$ cat config.mk
export PLATFORM = sky130hd
export DESIGN_NAME = signed_int_to_radix_text_flat
export DESIGN_NICKNAME = d
export VERILOG_FILES = /design/src/rtl/sirt_pkg.sv /design/src/rtl/sirt_if.sv /design/src/rtl/sirt_ram.sv /design/src/rtl/sirt_ctrl.sv /design/src/rtl/sirt_dp.sv /design/src/rtl/signed_int_to_radix_text.sv /design/src/flat_wrapper.sv
export VERILOG_INCLUDE_DIRS = /design/src /design/src/rtl
export SDC_FILE = /design/constraint.sdc
export NUM_CORES = 2
export LEC_CHECK = 0
export ABC_AREA = 1
export BUFFER_PORTS_ARGS = -buffer_cell sky130_fd_sc_hd__buf_2
export CAP_MARGIN = 20
export CORE_MARGIN = 5
export CORE_UTILIZATION = 60
export CTS_BUF_LIST = sky130_fd_sc_hd__clkbuf_8 sky130_fd_sc_hd__clkbuf_16
export CTS_CLUSTER_SIZE = 10
export DETAILED_ROUTE_END_ITERATION = 10
export PLACE_DENSITY = 0.77
export SYNTH_ARGS = -nofsm -noshare
export SYNTH_HDL_FRONTEND = slang
export SYNTH_SLANG_ARGS = --single-unit
$ cat constraint.sdc
create_clock -name clk -period 12.9 [get_ports clk]
set_input_delay 1.935 -clock clk [delete_from_list [all_inputs] [get_ports clk]]
set_output_delay 1.935 -clock clk [all_outputs]
set_load 0.005 [all_outputs]
$ cat src/rtl/assert_macros.svh
// Assertion macros used by the RTL of the radix text converter
`ifndef ASSERT_MACROS_SVH
`define ASSERT_MACROS_SVH

// Check a property on every rising edge, held off while reset is low
`define SIRT_ASSERT(lbl, clk, rst_n, prop, msg) \
    lbl: assert property (@(posedge clk) disable iff (!rst_n) (prop)) else $error(msg);

// Check that a condition implies a consequence in the same cycle
`define SIRT_ASSERT_IMP(lbl, clk, rst_n, pre, post, msg) \
    `SIRT_ASSERT(lbl, clk, rst_n, (pre) |-> (post), msg)

`endif

$ cat src/rtl/sirt_pkg.sv
`timescale 1ns / 1ps
// Shared constants, types and helper functions of the radix text converter
package sirt_pkg;

    // Sizes
    localparam int MAX_SYMBOLS = 64;
    localparam int VALUE_BITS  = 32;
    localparam int CHAR_W      = 8;
    localparam int COUNT_W     = 7;
    localparam int SYM_AW      = $clog2(MAX_SYMBOLS);
    localparam int DIGIT_W     = SYM_AW;
    localparam int STACK_AW    = $clog2(VALUE_BITS);
    localparam int SP_W        = $clog2(VALUE_BITS + 1);
    localparam int SEEN_W      = 1 << CHAR_W;

    // Divider: quotient bits produced per cycle and cycles per digit
    localparam int DIV_BITS    = 4;
    localparam int DIV_STEPS   = VALUE_BITS / DIV_BITS;
    localparam int STEP_W      = $clog2(DIV_STEPS);

    localparam logic [COUNT_W-1:0] COUNT_RESET = COUNT_W'(10);

    // Command codes of an input word
    localparam logic CMD_LOAD    = 1'b0;
    localparam logic CMD_CONVERT = 1'b1;

    // Characters
    localparam logic [CHAR_W-1:0] CH_TAB   = 8'h09;
    localparam logic [CHAR_W-1:0] CH_LF    = 8'h0A;
    localparam logic [CHAR_W-1:0] CH_VT    = 8'h0B;
    localparam logic [CHAR_W-1:0] CH_FF    = 8'h0C;
    localparam logic [CHAR_W-1:0] CH_CR    = 8'h0D;
    localparam logic [CHAR_W-1:0] CH_SPACE = 8'h20;
    localparam logic [CHAR_W-1:0] CH_PLUS  = 8'h2B;
    localparam logic [CHAR_W-1:0] CH_MINUS = 8'h2D;

    typedef logic [CHAR_W-1:0]     char_t;
    typedef logic [COUNT_W-1:0]    count_t;
    typedef logic [SYM_AW-1:0]     sym_idx_t;
    typedef logic [VALUE_BITS-1:0] value_t;

    // Commands from the controller to the datapath
    typedef struct packed {
        logic load;
        logic start;
        logic check_en;
        logic div_en;
        logic sign_load;
        logic pop;
        logic fetch;
        logic show_load;
    } sirt_cmd_t;

    // Status from the datapath to the controller
    typedef struct packed {
        logic range_ok;
        logic chk_done;
        logic base_ok;
        logic digit_done;
        logic quot_zero;
        logic neg;
        logic sp_zero;
        logic out_free;
    } sirt_stat_t;

    // Whitespace and sign characters may not serve as digit symbols
    function automatic logic bad_symbol(input char_t c);
        return (c == CH_TAB) || (c == CH_LF) || (c == CH_VT) || (c == CH_FF) ||
               (c == CH_CR) || (c == CH_SPACE) || (c == CH_PLUS) || (c == CH_MINUS);
    endfunction

endpackage

$ cat src/rtl/sirt_if.sv
`timescale 1ns / 1ps
// Valid/ready channel interfaces of the radix text converter
interface sirt_req_if;
    import sirt_pkg::*;

    logic          valid;
    logic          ready;
    logic          cmd;
    sym_idx_t      symbol_index;
    char_t         symbol_byte;
    logic signed [VALUE_BITS-1:0] value;

    modport source (output valid, cmd, symbol_index, symbol_byte, value, input ready);
    modport sink   (input valid, cmd, symbol_index, symbol_byte, value, output ready);
endinterface

interface sirt_rsp_if;
    import sirt_pkg::*;

    logic  valid;
    logic  ready;
    char_t out_byte;
    logic  is_last;

    modport source (output valid, out_byte, is_last, input ready);
    modport sink   (input valid, out_byte, is_last, output ready);
endinterface

interface sirt_cfg_if;
    import sirt_pkg::*;

    logic   valid;
    logic   ready;
    count_t symbol_count;

    modport source (output valid, symbol_count, input ready);
    modport sink   (input valid, symbol_count, output ready);
endinterface

$ cat src/rtl/sirt_ram.sv
`timescale 1ns / 1ps
// Generic single-write, single-read RAM with registered read data
module sirt_ram #(
    parameter int DATA_W = 8,
    parameter int DEPTH  = 64
) (
    input  logic                     clk,
    input  logic                     we,
    input  logic [$clog2(DEPTH)-1:0] waddr,
    input  logic [DATA_W-1:0]        wdata,
    input  logic                     re,
    input  logic [$clog2(DEPTH)-1:0] raddr,
    output logic [DATA_W-1:0]        rdata
);

    logic [DATA_W-1:0] mem [DEPTH];

    // Write port and registered read port
    always_ff @(posedge clk)
    begin
        if (we)
        begin
            mem[waddr] <= wdata;
        end
        if (re)
        begin
            rdata <= mem[raddr];
        end
    end

endmodule

$ cat src/rtl/sirt_ctrl.sv
`timescale 1ns / 1ps
// Sequencing state machine of the radix text converter
module sirt_ctrl (
    input  logic                clk,
    input  logic                rst_n,
    input  logic                in_valid,
    input  logic                in_cmd,
    output logic                in_ready,
    input  sirt_pkg::sirt_stat_t st,
    output sirt_pkg::sirt_cmd_t  cmd
);
    import sirt_pkg::*;

    typedef enum logic [6:0] {
        ST_IDLE   = 7'b0000001,
        ST_CHECK  = 7'b0000010,
        ST_DIVIDE = 7'b0000100,
        ST_SIGN   = 7'b0001000,
        ST_POP    = 7'b0010000,
        ST_FETCH  = 7'b0100000,
        ST_SHOW   = 7'b1000000
    } state_t;

    state_t state_reg;
    state_t state_next;

    // Take a new word only between conversions
    assign in_ready = (state_reg == ST_IDLE);

    // Next state and commands
    always_comb
    begin
        state_next = state_reg;
        cmd        = '0;
        unique case (state_reg)
            ST_IDLE:
            begin
                if (in_valid)
                begin
                    if (in_cmd == CMD_CONVERT)
                    begin
                        cmd.start = 1'b1;
                        if (st.range_ok)
                        begin
                            state_next = ST_CHECK;
                        end
                    end
                    else
                    begin
                        cmd.load = 1'b1;
                    end
                end
            end
            ST_CHECK:
            begin
                cmd.check_en = 1'b1;
                if (st.chk_done)
                begin
                    state_next = st.base_ok ? ST_DIVIDE : ST_IDLE;
                end
            end
            ST_DIVIDE:
            begin
                cmd.div_en = 1'b1;
                if (st.digit_done && st.quot_zero)
                begin
                    state_next = st.neg ? ST_SIGN : ST_POP;
                end
            end
            ST_SIGN:
            begin
                if (st.out_free)
                begin
                    cmd.sign_load = 1'b1;
                    state_next    = ST_POP;
                end
            end
            ST_POP:
            begin
                cmd.pop    = 1'b1;
                state_next = ST_FETCH;
            end
            ST_FETCH:
            begin
                cmd.fetch  = 1'b1;
                state_next = ST_SHOW;
            end
            ST_SHOW:
            begin
                if (st.out_free)
                begin
                    cmd.show_load = 1'b1;
                    state_next    = st.sp_zero ? ST_IDLE : ST_POP;
                end
            end
            default:
            begin
                state_next = ST_IDLE;
            end
        endcase
    end

    // State register
    always_ff @(posedge clk or negedge rst_n)
    begin
        if (!rst_n)
        begin
            state_reg <= ST_IDLE;
        end
        else
        begin
            state_reg <= state_next;
        end
    end

endmodule

$ cat src/rtl/sirt_dp.sv
`timescale 1ns / 1ps
// Datapath: symbol table, base check, shared divider, digit stack, output word
`include "assert_macros.svh"
module sirt_dp (
    input  logic                  clk,
    input  logic                  rst_n,
    input  sirt_pkg::sirt_cmd_t   cmd,
    output sirt_pkg::sirt_stat_t  st,
    input  sirt_pkg::sym_idx_t    symbol_index,
    input  sirt_pkg::char_t       symbol_byte,
    input  logic signed [sirt_pkg::VALUE_BITS-1:0] value,
    sirt_cfg_if.sink              cfg,
    sirt_rsp_if.source            rsp
);
    import sirt_pkg::*;

    count_t                count_reg;
    logic                  neg_reg, neg_next;
    value_t                mag_reg, mag_next;
    count_t                rem_reg, rem_next;
    logic [STEP_W-1:0]     step_reg, step_next;
    logic [SP_W-1:0]       sp_reg, sp_next;
    count_t                idx_reg, idx_next;
    logic                  pend_reg, pend_next;
    logic                  bad_reg, bad_next;
    logic [SEEN_W-1:0]     seen_reg, seen_next;
    logic                  out_valid_reg, out_valid_next;
    char_t                 out_byte_reg, out_byte_next;
    logic                  is_last_reg, is_last_next;

    count_t                div_r;
    value_t                div_m;
    logic [SP_W-1:0]       sp_dec;
    char_t                 sym_rdata;
    logic [DIGIT_W-1:0]    stk_rdata;
    sym_idx_t              sym_raddr;
    logic                  out_free;

    // Configuration register is always writable
    assign cfg.ready = 1'b1;

    // Four restoring division steps a cycle: remainder and quotient in place
    always_comb
    begin
        div_r = rem_reg;
        div_m = mag_reg;
        for (int k = 0; k < DIV_BITS; k++)
        begin
            div_r = {div_r[COUNT_W-2:0], div_m[VALUE_BITS-1]};
            div_m = {div_m[VALUE_BITS-2:0], 1'b0};
            if (div_r >= count_reg)
            begin
                div_r    = div_r - count_reg;
                div_m[0] = 1'b1;
            end
        end
    end

    assign sp_dec   = sp_reg - 1'b1;
    assign out_free = !out_valid_reg || rsp.ready;

    // Symbol table: written by load words, read by the check and the emitter
    assign sym_raddr = cmd.fetch ? stk_rdata : idx_reg[SYM_AW-1:0];

    sirt_ram #(
        .DATA_W (CHAR_W),
        .DEPTH  (MAX_SYMBOLS)
    ) u_sym_ram (
        .clk   (clk),
        .we    (cmd.load),
        .waddr (symbol_index),
        .wdata (symbol_byte),
        .re    (cmd.check_en || cmd.fetch),
        .raddr (sym_raddr),
        .rdata (sym_rdata)
    );

    // Digit stack: pushed least significant first, popped for output
    sirt_ram #(
        .DATA_W (DIGIT_W),
        .DEPTH  (VALUE_BITS)
    ) u_stk_ram (
        .clk   (clk),
        .we    (cmd.div_en && st.digit_done),
        .waddr (sp_reg[STACK_AW-1:0]),
        .wdata (div_r[DIGIT_W-1:0]),
        .re    (cmd.pop),
        .raddr (sp_dec[STACK_AW-1:0]),
        .rdata (stk_rdata)
    );

    // Status towards the controller
    always_comb
    begin
        st.range_ok   = (count_reg >= COUNT_W'(2)) && (count_reg <= COUNT_W'(MAX_SYMBOLS));
        st.chk_done   = (idx_reg == count_reg) && !pend_reg;
        st.base_ok    = !bad_reg;
        st.digit_done = (step_reg == STEP_W'(DIV_STEPS - 1));
        st.quot_zero  = (div_m == '0);
        st.neg        = neg_reg;
        st.sp_zero    = (sp_reg == '0);
        st.out_free   = out_free;
    end

    // Next values of the working registers
    always_comb
    begin
        neg_next      = neg_reg;
        mag_next      = mag_reg;
        rem_next      = rem_reg;
        step_next     = step_reg;
        sp_next       = sp_reg;
        idx_next      = idx_reg;
        pend_next     = pend_reg;
        bad_next      = bad_reg;
        seen_next     = seen_reg;
        out_byte_next = out_byte_reg;
        is_last_next  = is_last_reg;

        // Capture the magnitude and clear the check and stack state
        if (cmd.start)
        begin
            neg_next  = value[VALUE_BITS-1];
            mag_next  = value[VALUE_BITS-1] ? (~$unsigned(value) + VALUE_BITS'(1))
                                            : $unsigned(value);
            rem_next  = '0;
            step_next = '0;
            sp_next   = '0;
            idx_next  = '0;
            pend_next = 1'b0;
            bad_next  = 1'b0;
            seen_next = '0;
        end

        // Scan one symbol a cycle: reject separators and repeats
        if (cmd.check_en)
        begin
            pend_next = (idx_reg < count_reg);
            if (idx_reg < count_reg)
            begin
                idx_next = idx_reg + 1'b1;
            end
            if (pend_reg)
            begin
                if (bad_symbol(sym_rdata) || seen_reg[sym_rdata])
                begin
                    bad_next = 1'b1;
                end
                seen_next[sym_rdata] = 1'b1;
            end
        end

        // Advance the divider; push a digit after the last step
        if (cmd.div_en)
        begin
            mag_next = div_m;
            if (st.digit_done)
            begin
                step_next = '0;
                rem_next  = '0;
                sp_next   = sp_reg + 1'b1;
            end
            else
            begin
                step_next = step_reg + 1'b1;
                rem_next  = div_r;
            end
        end

        if (cmd.pop)
        begin
            sp_next = sp_dec;
        end

        // Load the output word
        if (cmd.sign_load)
        begin
            out_byte_next = CH_MINUS;
            is_last_next  = 1'b0;
        end
        if (cmd.show_load)
        begin
            out_byte_next = sym_rdata;
            is_last_next  = (sp_reg == '0);
        end
    end

    assign out_valid_next = (out_valid_reg && !rsp.ready) || cmd.sign_load || cmd.show_load;

    // Control registers
    always_ff @(posedge clk or negedge rst_n)
    begin
        if (!rst_n)
        begin
            count_reg     <= COUNT_RESET;
            out_valid_reg <= 1'b0;
        end
        else
        begin
            if (cfg.valid)
            begin
                count_reg <= cfg.symbol_count;
            end
            out_valid_reg <= out_valid_next;
        end
    end

    // Working registers
    always_ff @(posedge clk)
    begin
        neg_reg      <= neg_next;
        mag_reg      <= mag_next;
        rem_reg      <= rem_next;
        step_reg     <= step_next;
        sp_reg       <= sp_next;
        idx_reg      <= idx_next;
        pend_reg     <= pend_next;
        bad_reg      <= bad_next;
        seen_reg     <= seen_next;
        out_byte_reg <= out_byte_next;
        is_last_reg  <= is_last_next;
    end

    assign rsp.valid    = out_valid_reg;
    assign rsp.out_byte = out_byte_reg;
    assign rsp.is_last  = is_last_reg;

    `SIRT_ASSERT_IMP(a_stack_bound, clk, rst_n, cmd.div_en && st.digit_done, sp_reg < SP_W'(VALUE_BITS), "digit stack overflow")
    `SIRT_ASSERT_IMP(a_rem_below_radix, clk, rst_n, cmd.div_en, rem_reg < count_reg, "remainder not below radix")
    `SIRT_ASSERT_IMP(a_no_overwrite, clk, rst_n, cmd.sign_load || cmd.show_load, !out_valid_reg || rsp.ready, "output word overwritten")

endmodule

$ cat src/rtl/signed_int_to_radix_text.sv
`timescale 1ns / 1ps
// Top level of the signed integer to radix text converter
//
//  channel | direction | payload                                  | moves
//  req     | in        | cmd, symbol_index, symbol_byte, value    | load or convert word
//  rsp     | out       | out_byte, is_last                        | one text character
//  cfg     | in        | symbol_count                             | radix register write
//
// A load word writes one symbol table entry. A convert word is accepted, then the
// base check scans the symbol table (one table read a cycle), the shared divider
// forms each digit (four quotient bits a cycle), and each character pops the digit
// stack, looks up the symbol and loads the output register; a sign goes out first.
// rsp stalls hold the output register and the sequencer; req is taken only between
// conversions. Reset clears the sequencer, the output valid and sets the radix to 10.
module signed_int_to_radix_text (
    input  logic       clk,
    input  logic       rst_n,
    sirt_req_if.sink   req,
    sirt_rsp_if.source rsp,
    sirt_cfg_if.sink   cfg
);
    import sirt_pkg::*;

    sirt_cmd_t  cmd;
    sirt_stat_t st;

    // Sequencer
    sirt_ctrl u_ctrl (
        .clk      (clk),
        .rst_n    (rst_n),
        .in_valid (req.valid),
        .in_cmd   (req.cmd),
        .in_ready (req.ready),
        .st       (st),
        .cmd      (cmd)
    );

    // Datapath
    sirt_dp u_dp (
        .clk          (clk),
        .rst_n        (rst_n),
        .cmd          (cmd),
        .st           (st),
        .symbol_index (req.symbol_index),
        .symbol_byte  (req.symbol_byte),
        .value        (req.value),
        .cfg          (cfg),
        .rsp          (rsp)
    );

endmodule
$ cat src/flat_wrapper.sv
// flat-port wrapper written by rule: the top's interface ports become plain ports
module signed_int_to_radix_text_flat import sirt_pkg::*;
  (clk, rst_n, req_valid, req_cmd, req_symbol_index, req_symbol_byte, req_value, req_ready, rsp_valid, rsp_out_byte, rsp_is_last, rsp_ready, cfg_valid, cfg_symbol_count, cfg_ready);
  sirt_req_if req_i ();
  sirt_rsp_if rsp_i ();
  sirt_cfg_if cfg_i ();
  input  logic clk;
  input  logic rst_n;
  input wire logic [$bits(req_i.valid)-1:0] req_valid;
  input wire logic [$bits(req_i.cmd)-1:0] req_cmd;
  input wire logic [$bits(req_i.symbol_index)-1:0] req_symbol_index;
  input wire logic [$bits(req_i.symbol_byte)-1:0] req_symbol_byte;
  input wire logic [$bits(req_i.value)-1:0] req_value;
  output wire logic [$bits(req_i.ready)-1:0] req_ready;
  output wire logic [$bits(rsp_i.valid)-1:0] rsp_valid;
  output wire logic [$bits(rsp_i.out_byte)-1:0] rsp_out_byte;
  output wire logic [$bits(rsp_i.is_last)-1:0] rsp_is_last;
  input wire logic [$bits(rsp_i.ready)-1:0] rsp_ready;
  input wire logic [$bits(cfg_i.valid)-1:0] cfg_valid;
  input wire logic [$bits(cfg_i.symbol_count)-1:0] cfg_symbol_count;
  output wire logic [$bits(cfg_i.ready)-1:0] cfg_ready;
  assign req_i.valid = req_valid;
  assign req_i.cmd = req_cmd;
  assign req_i.symbol_index = req_symbol_index;
  assign req_i.symbol_byte = req_symbol_byte;
  assign req_i.value = req_value;
  assign req_ready = req_i.ready;
  assign rsp_valid = rsp_i.valid;
  assign rsp_out_byte = rsp_i.out_byte;
  assign rsp_is_last = rsp_i.is_last;
  assign rsp_i.ready = rsp_ready;
  assign cfg_i.valid = cfg_valid;
  assign cfg_i.symbol_count = cfg_symbol_count;
  assign cfg_ready = cfg_i.ready;
  signed_int_to_radix_text u_core (.clk(clk), .rst_n(rst_n), .req(req_i), .rsp(rsp_i), .cfg(cfg_i));
endmodule
### Word level (Yosys, flattened, before mapping)

Memory sizes are Yosys's and may differ from the RTL's. A register that Yosys moved wholly into a read port is not among the register bits.
Cells that the tools add are included.

* bits of input ports: 59
* memories: 2
* RAM bits: 704
* output and inout bits: 12
* register bits after elaboration: 337

Memories
* u_core.u_dp.u_sym_ram.mem: words 64, bits a word 8, read ports 1, clocked after memory_dff 1, write ports 1, line sirt_ram.sv:16 `logic [DATA_W-1:0] mem [DEPTH];`
* u_core.u_dp.u_stk_ram.mem: words 32, bits a word 6, read ports 1, clocked after memory_dff 1, write ports 1, line sirt_ram.sv:16

* bitwise operators: 2
* order comparisons: 9
* reductions and logical operators: 27
* muxes and demuxes: 68
* equality and inequality tests: 24
* $add $sub $neg: 9

Operator list (number)
* $mux 256: 3
* $or 256x256->256: 1
* $mux 32: 3
* $mux 6: 12
* $mux 7: 10
* $pmux 7 s7: 1
* $eq 8x4->1 const B: 5
* $add 32x1->32 const B: 1
* $logic_not 32->1: 1
* $not 32->32: 1
* $ge 7x7->1: 4
* $mux 1: 27
* $eq 8x6->1 const B: 3
* $sub 6x6->6: 4
* $mux 8: 2
* $logic_or 1x1->1: 12
* $mux 3: 4
* $mux 5: 2
* $ne 2x2->1 const B: 5
* $lt 8x9->1 const B: 1
* $bmux 1 s8: 1
* $demux 1 s8: 1
* $ge 8x1->1 const B: 1
* $add 7x1->7 const B: 1
* other kinds (22): 33

### Depth between registers and ports, before layout

* word-level depth: 12
* gate-level depth with buffers: 38

### Modules after synthesis

From an unflattened synthesis, not the netlist that was laid out.

* cells, all modules: 4892
* area total of the unflattened synthesis: 46377.0 sq um

Modules (own cells, without submodules)
* sirt_ram (u_core.u_dp.u_sym_ram): area each 21419.3 sq um, instances 1, cells each 1805
* sirt_dp: area each 16250.6 sq um, instances 1, cells each 2295
* sirt_ram (u_core.u_dp.u_stk_ram): area each 8137.8 sq um, instances 1, cells each 704
* sirt_ctrl: area each 569.3 sq um, instances 1, cells each 88

### Worst setup path after synthesis

No wires, ideal clock.

* kind: register -> register
* start: register u_core.u_dp.count_reg[1]
* end: memory u_core.u_dp.u_stk_ram.mem[0][2] (netlist bit), data pin
* required time: 12534 ps
* arrival time: 5946 ps
* stages on the path, launching flop included: 34
* path slack: 6588 ps
* setup time: 366 ps
* buffers on the path: 1
* cells stage by stage: dfstp_2 inv_1 ha_1 nand3b_1 nand2_1 o21ai_0 nand2_1 inv_1 buf_2 o21ai_0 ha_1 nand2_1 inv_1 nand4_1 nand3_1 inv_1 or2_2 o21ai_0 inv_1 ha_1 nand2_1 nor2_1 nand3_1 nand3_1 clkinv_1 o21ai_0 ha_1 nand3_1 nand2_1 nand2_1 nor3_1 nor3_1 nand2_1 o21ai_1

* cells in the longest elaborated chain, start to end: 8

Ends and longest elaborated chain
* start, declared: line sirt_dp.sv:17 `count_t count_reg;`
* start signal, assigned: line sirt_dp.sv:202 `count_reg <= cfg.symbol_count;`
* $sub 6x6->6 or $ge 7x7->1 (tied branches): line sirt_dp.sv:53, sirt_dp.sv:51
* $mux 6: line sirt_dp.sv:51 `if (div_r >= count_reg)`
* $sub 6x6->6 or $ge 7x7->1 (tied branches): line sirt_dp.sv:53, sirt_dp.sv:51
* $mux 6: line sirt_dp.sv:51
* $ge 7x7->1 or $sub 6x6->6 (tied branches): line sirt_dp.sv:51, sirt_dp.sv:53
* $mux 6: line sirt_dp.sv:51
* $sub 6x6->6 or $ge 7x7->1 (tied branches): line sirt_dp.sv:53, sirt_dp.sv:51
* $mux 6 *: line sirt_dp.sv:51
* named net u_core.u_dp.div_r[2]: line sirt_dp.sv:31 `count_t div_r;`
* end, declared: line sirt_ram.sv:16

Mark *: on every way through the listed nets, which the timed path passes. The rest lies on a longest branch.

### Worst setup path in the final report

* start: register u_core.u_dp.count_reg[1]
* end: memory u_core.u_dp.u_stk_ram.mem[12][3] (netlist bit), data pin

Same word-level chain as after synthesis.

==> impl_results.md <==
* Status: finished, final reports clean
* Vias post-DR at around 34000
* Endpoints failing hold at 0
* Share of the core filled with cells in the final layout at 0.6609
* Maximum number of pins on one net before global-route repair at 220
* Number of flip-flops under the largest register name at roughly 510
* Startpoint-to-endpoint class of the critical path: register to register
* Area leader, netlist: edfxtp_1
* Sink Count at between 1000 and 1500
* Starting density of the core at 0.6061
* Max-cap violations at 0
* Antenna-violating nets left at 0
* Routed wire per std cell at about 19 µm
* Half-perimeter wire length after detailed placement at ~65 mm
* Port Buffers at 69
* Total routing resource utilization after global routing at 0.2689
* Area of the die at a little over 80000 µm²
* Share of flip-flops with an asynchronous set or reset after synthesis at 0.01422
* Core Box Area at approximately 76000 µm²
* Kind of path behind the tightest hold check: register to register
* Post-CTS sizing at 0
* Total CTS buffers at ~120
* Total gr overflow at 0
* Minimum clock period after layout at about 8300 ps
* Total of flip-flops plus latches after synthesis at 1055
* Yosys warnings at 0
* Cell area after synthesis at roughly 46000 µm²
* Final setup vio count at 0
* Wire length after detailed routing at ~110 mm
* TritonRoute pass-1 iters at 7
* Via count of the first global-routing pass at between 30000 and 40000
* Nets at approximately 5000
* Source-to-sink clock delay at the later pin of the worst-skew pair at around 680 ps
* RSZ-0062 raised after global routing: false
* Leakage Power at about 19 nW
* Diode count at 0
* I/O pin total at 71
* Share of Yosys cell area claimed by the top area cell type at 0.5015
* CTS root buffer: clkbuf_16
* Number of levels in the clock H-tree at 3
* Ratio of cells with drive above 1 in the final layout at 0.05734
* Kind of launch point of the worst setup path: register
* Net switching power at ~4.6 mW
* Layout filler cell count at ~5800
* Post-synthesis sequential area ratio at 0.6269
* Critical path capture point type: register
* Switching portion of total power at 0.3746
* Final cycle utilization of the critical path at 0.6461
* Most frequent standard cell in the layout excluding fill and tap cells: nand2_1
* Setup TNS Final at 0 ps
* Number of buffers inserted for hold repair after clock tree synthesis at 0
* Drc violations at 0
* Net count after synthesis at 4924
* Required time at the endpoint of the critical path at roughly 13000 ps
* Stage delay of the slowest cell on the critical path at roughly 710 ps
* Worst setup skew after layout at between 20 and 30 ps
* Area added between synthesis and finish at 9.034%
* Placement row count at 101
* Drt initial violations at about 4500
* Relative contribution of the clock network to total power at 0.237
* Remaining max-slew budget at the tightest pin at 0.2411
* Most prevalent standard cell on the critical path: nand2_1
* Maximum VDD drop at between 0.5 and 0.6 mV
* Slew Viols, Final at 0
* Worst-path clk slew at 60 ps
* Clock tree from TritonCTS: built
* Power after layout at approximately 12 mW
* Via-per-instance ratio at between 5 and 6
* Slowest stage cell, crit path: inv_1
* Dominant register cell in the synthesized netlist: edfxtp_1
* Post-CTS Setup Repair Bufs at 0
* Critical Path Fanout Max at 32
* Count of flip-flops with a built-in enable after synthesis at between 700 and 800
* Pin slew with the least headroom to its limit at 1138 ps
* Number of antenna violations at the first check in global routing at 0
* Sequential Power Share at 0.419
* GP Congestion at between 0.8 and 0.9
* Max frequency at 120.0 MHz
* Proportion of power drawn by combinational gates at 0.345
* Per-instance average area after synthesis at between 9 and 10 µm²
* DIE HEIGHT at 287.2 µm
* Cells after synthesis at between 4000 and 5000
* Internal power summed over all cells at roughly 7.6 mW
* Most frequent cells in the layout: 1587 x nand2_1, 770 x edfxtp_1, 384 x o21ai_0, 382 x inv_1, 347 x nor2_1
* First-pass GRT wire length at roughly 180 mm
* Width of the chip at ~290 µm
* Fin Hold WS at 454.2 ps
* Arrival time of data at the critical path endpoint at about 8700 ps
* Bufs on Longest Clock Path at 3
* Top area cells in the synthesized netlist: edfxtp_1 50%, nand2_1 13%, dfxtp_1 12%, o21ai_0 4.2%, nand3_1 3.5%
* Number of distinct library cells after synthesis at 57
* Power per unit of standard cell area at around 240 nW/µm²
## worst max-delay path, delay by kind of cell (launching register included)
family          cells  cell delay (ps)
simple gates       15             2160
buf+inv             6             2130
fa+ha+maj           4             1480
flops               1              620
compound gates      7             1570
## synthesized netlist by cell type, drive strengths merged, types with 2 or more instances
master and n:
o21ai 400, mux2i 18, a21oi 40, ha 44
clkbuf 133, dfxtp 270, a221oi 2, edfxtp 770
nor2 350, dfstp 3, xor2 19, o22ai 90
inv 351, nor3 17, nand3b 5, nand2 1590
buf 129, a22o 2, nor4 10, xnor2 16
o41ai 2, o32ai 31, o211ai 105, o31ai 3
or2 9, nand3 326, o221ai 18, a31oi 10
fa 4, a21boi 2, dfrtp 12, clkinv 4
nand4 20
## path summary, 6_finish.rpt
kind / cells after the start / start / slack [ps] / endpoint
setup / recovery: 32 / u_core.u_dp.count_reg[1] / 4570 / u_core.u_dp.u_stk_ram.mem[12][3]
hold / removal: 2 / u_core.u_dp.seen_reg[190] / 450 / u_core.u_dp.seen_reg[190]
setup reg to reg: 32 / u_core.u_dp.count_reg[1] / 4570 / u_core.u_dp.u_stk_ram.mem[12][3]
hold reg to reg: 2 / u_core.u_dp.seen_reg[190] / 450 / u_core.u_dp.seen_reg[190]
max in group asynchronous: 1 / rst_n / 11430 / u_core.u_ctrl.state_reg[0]
min in group asynchronous: 1 / rst_n / 1160 / u_core.u_dp.rsp.valid
## power groups by stage
stage | clock [mW] | combinational [mW] | sequential [mW]
finish | 2.88 | 4.19 | 5.09
global route | 3.05 | 4.65 | 5.11
CTS | 2.90 | 4.15 | 5.08
detailed placement | 0 | 4.13 | 5.15
global placement | 0 | 4.01 | 5.14
floorplan | 0 | 2.81 | 5.09
## cell families after synthesis
group,after synthesis,share of synthesized area
mux,19,0.004152
buf+inv,617,0.05373
fa+ha+maj,48,0.01368
flops,1055,0.6269
other cells,1,0.00008133
simple gates,2330,0.2038
compound gates,712,0.09101
xor+xnor,35,0.006648
## cell type report
cell class	instances	area (µm²)	area share
inverter	355	1336	0.02658
clock inverter	47	259.0	0.005152
sequential	1055	28910	0.5750
timing repair buffer	110	725.7	0.01443
multi-input combinational	3145	14790	0.2941
tap	1030	1289	0.02563
clock buffer	119	2967	0.05901
## metrics by stage
stage	worst slack (ps)	std cells	area, µm²
final	4566	5861	50270
after detailed placement	4595	5693	47010
after global routing	3687	5861	50270
after CTS	4553	5859	50230
after global placement	4809	5692	46980
after floorplan	6588	4817	46110
## per-layer routing
metal  GRT usage  part of all wire
met5           0                 0
met4     0.08913             0.029
met3     0.04631             0.091
met2      0.4260              0.47
met1      0.3828              0.41
Note: power is estimated with default switching activity, not from simulation.
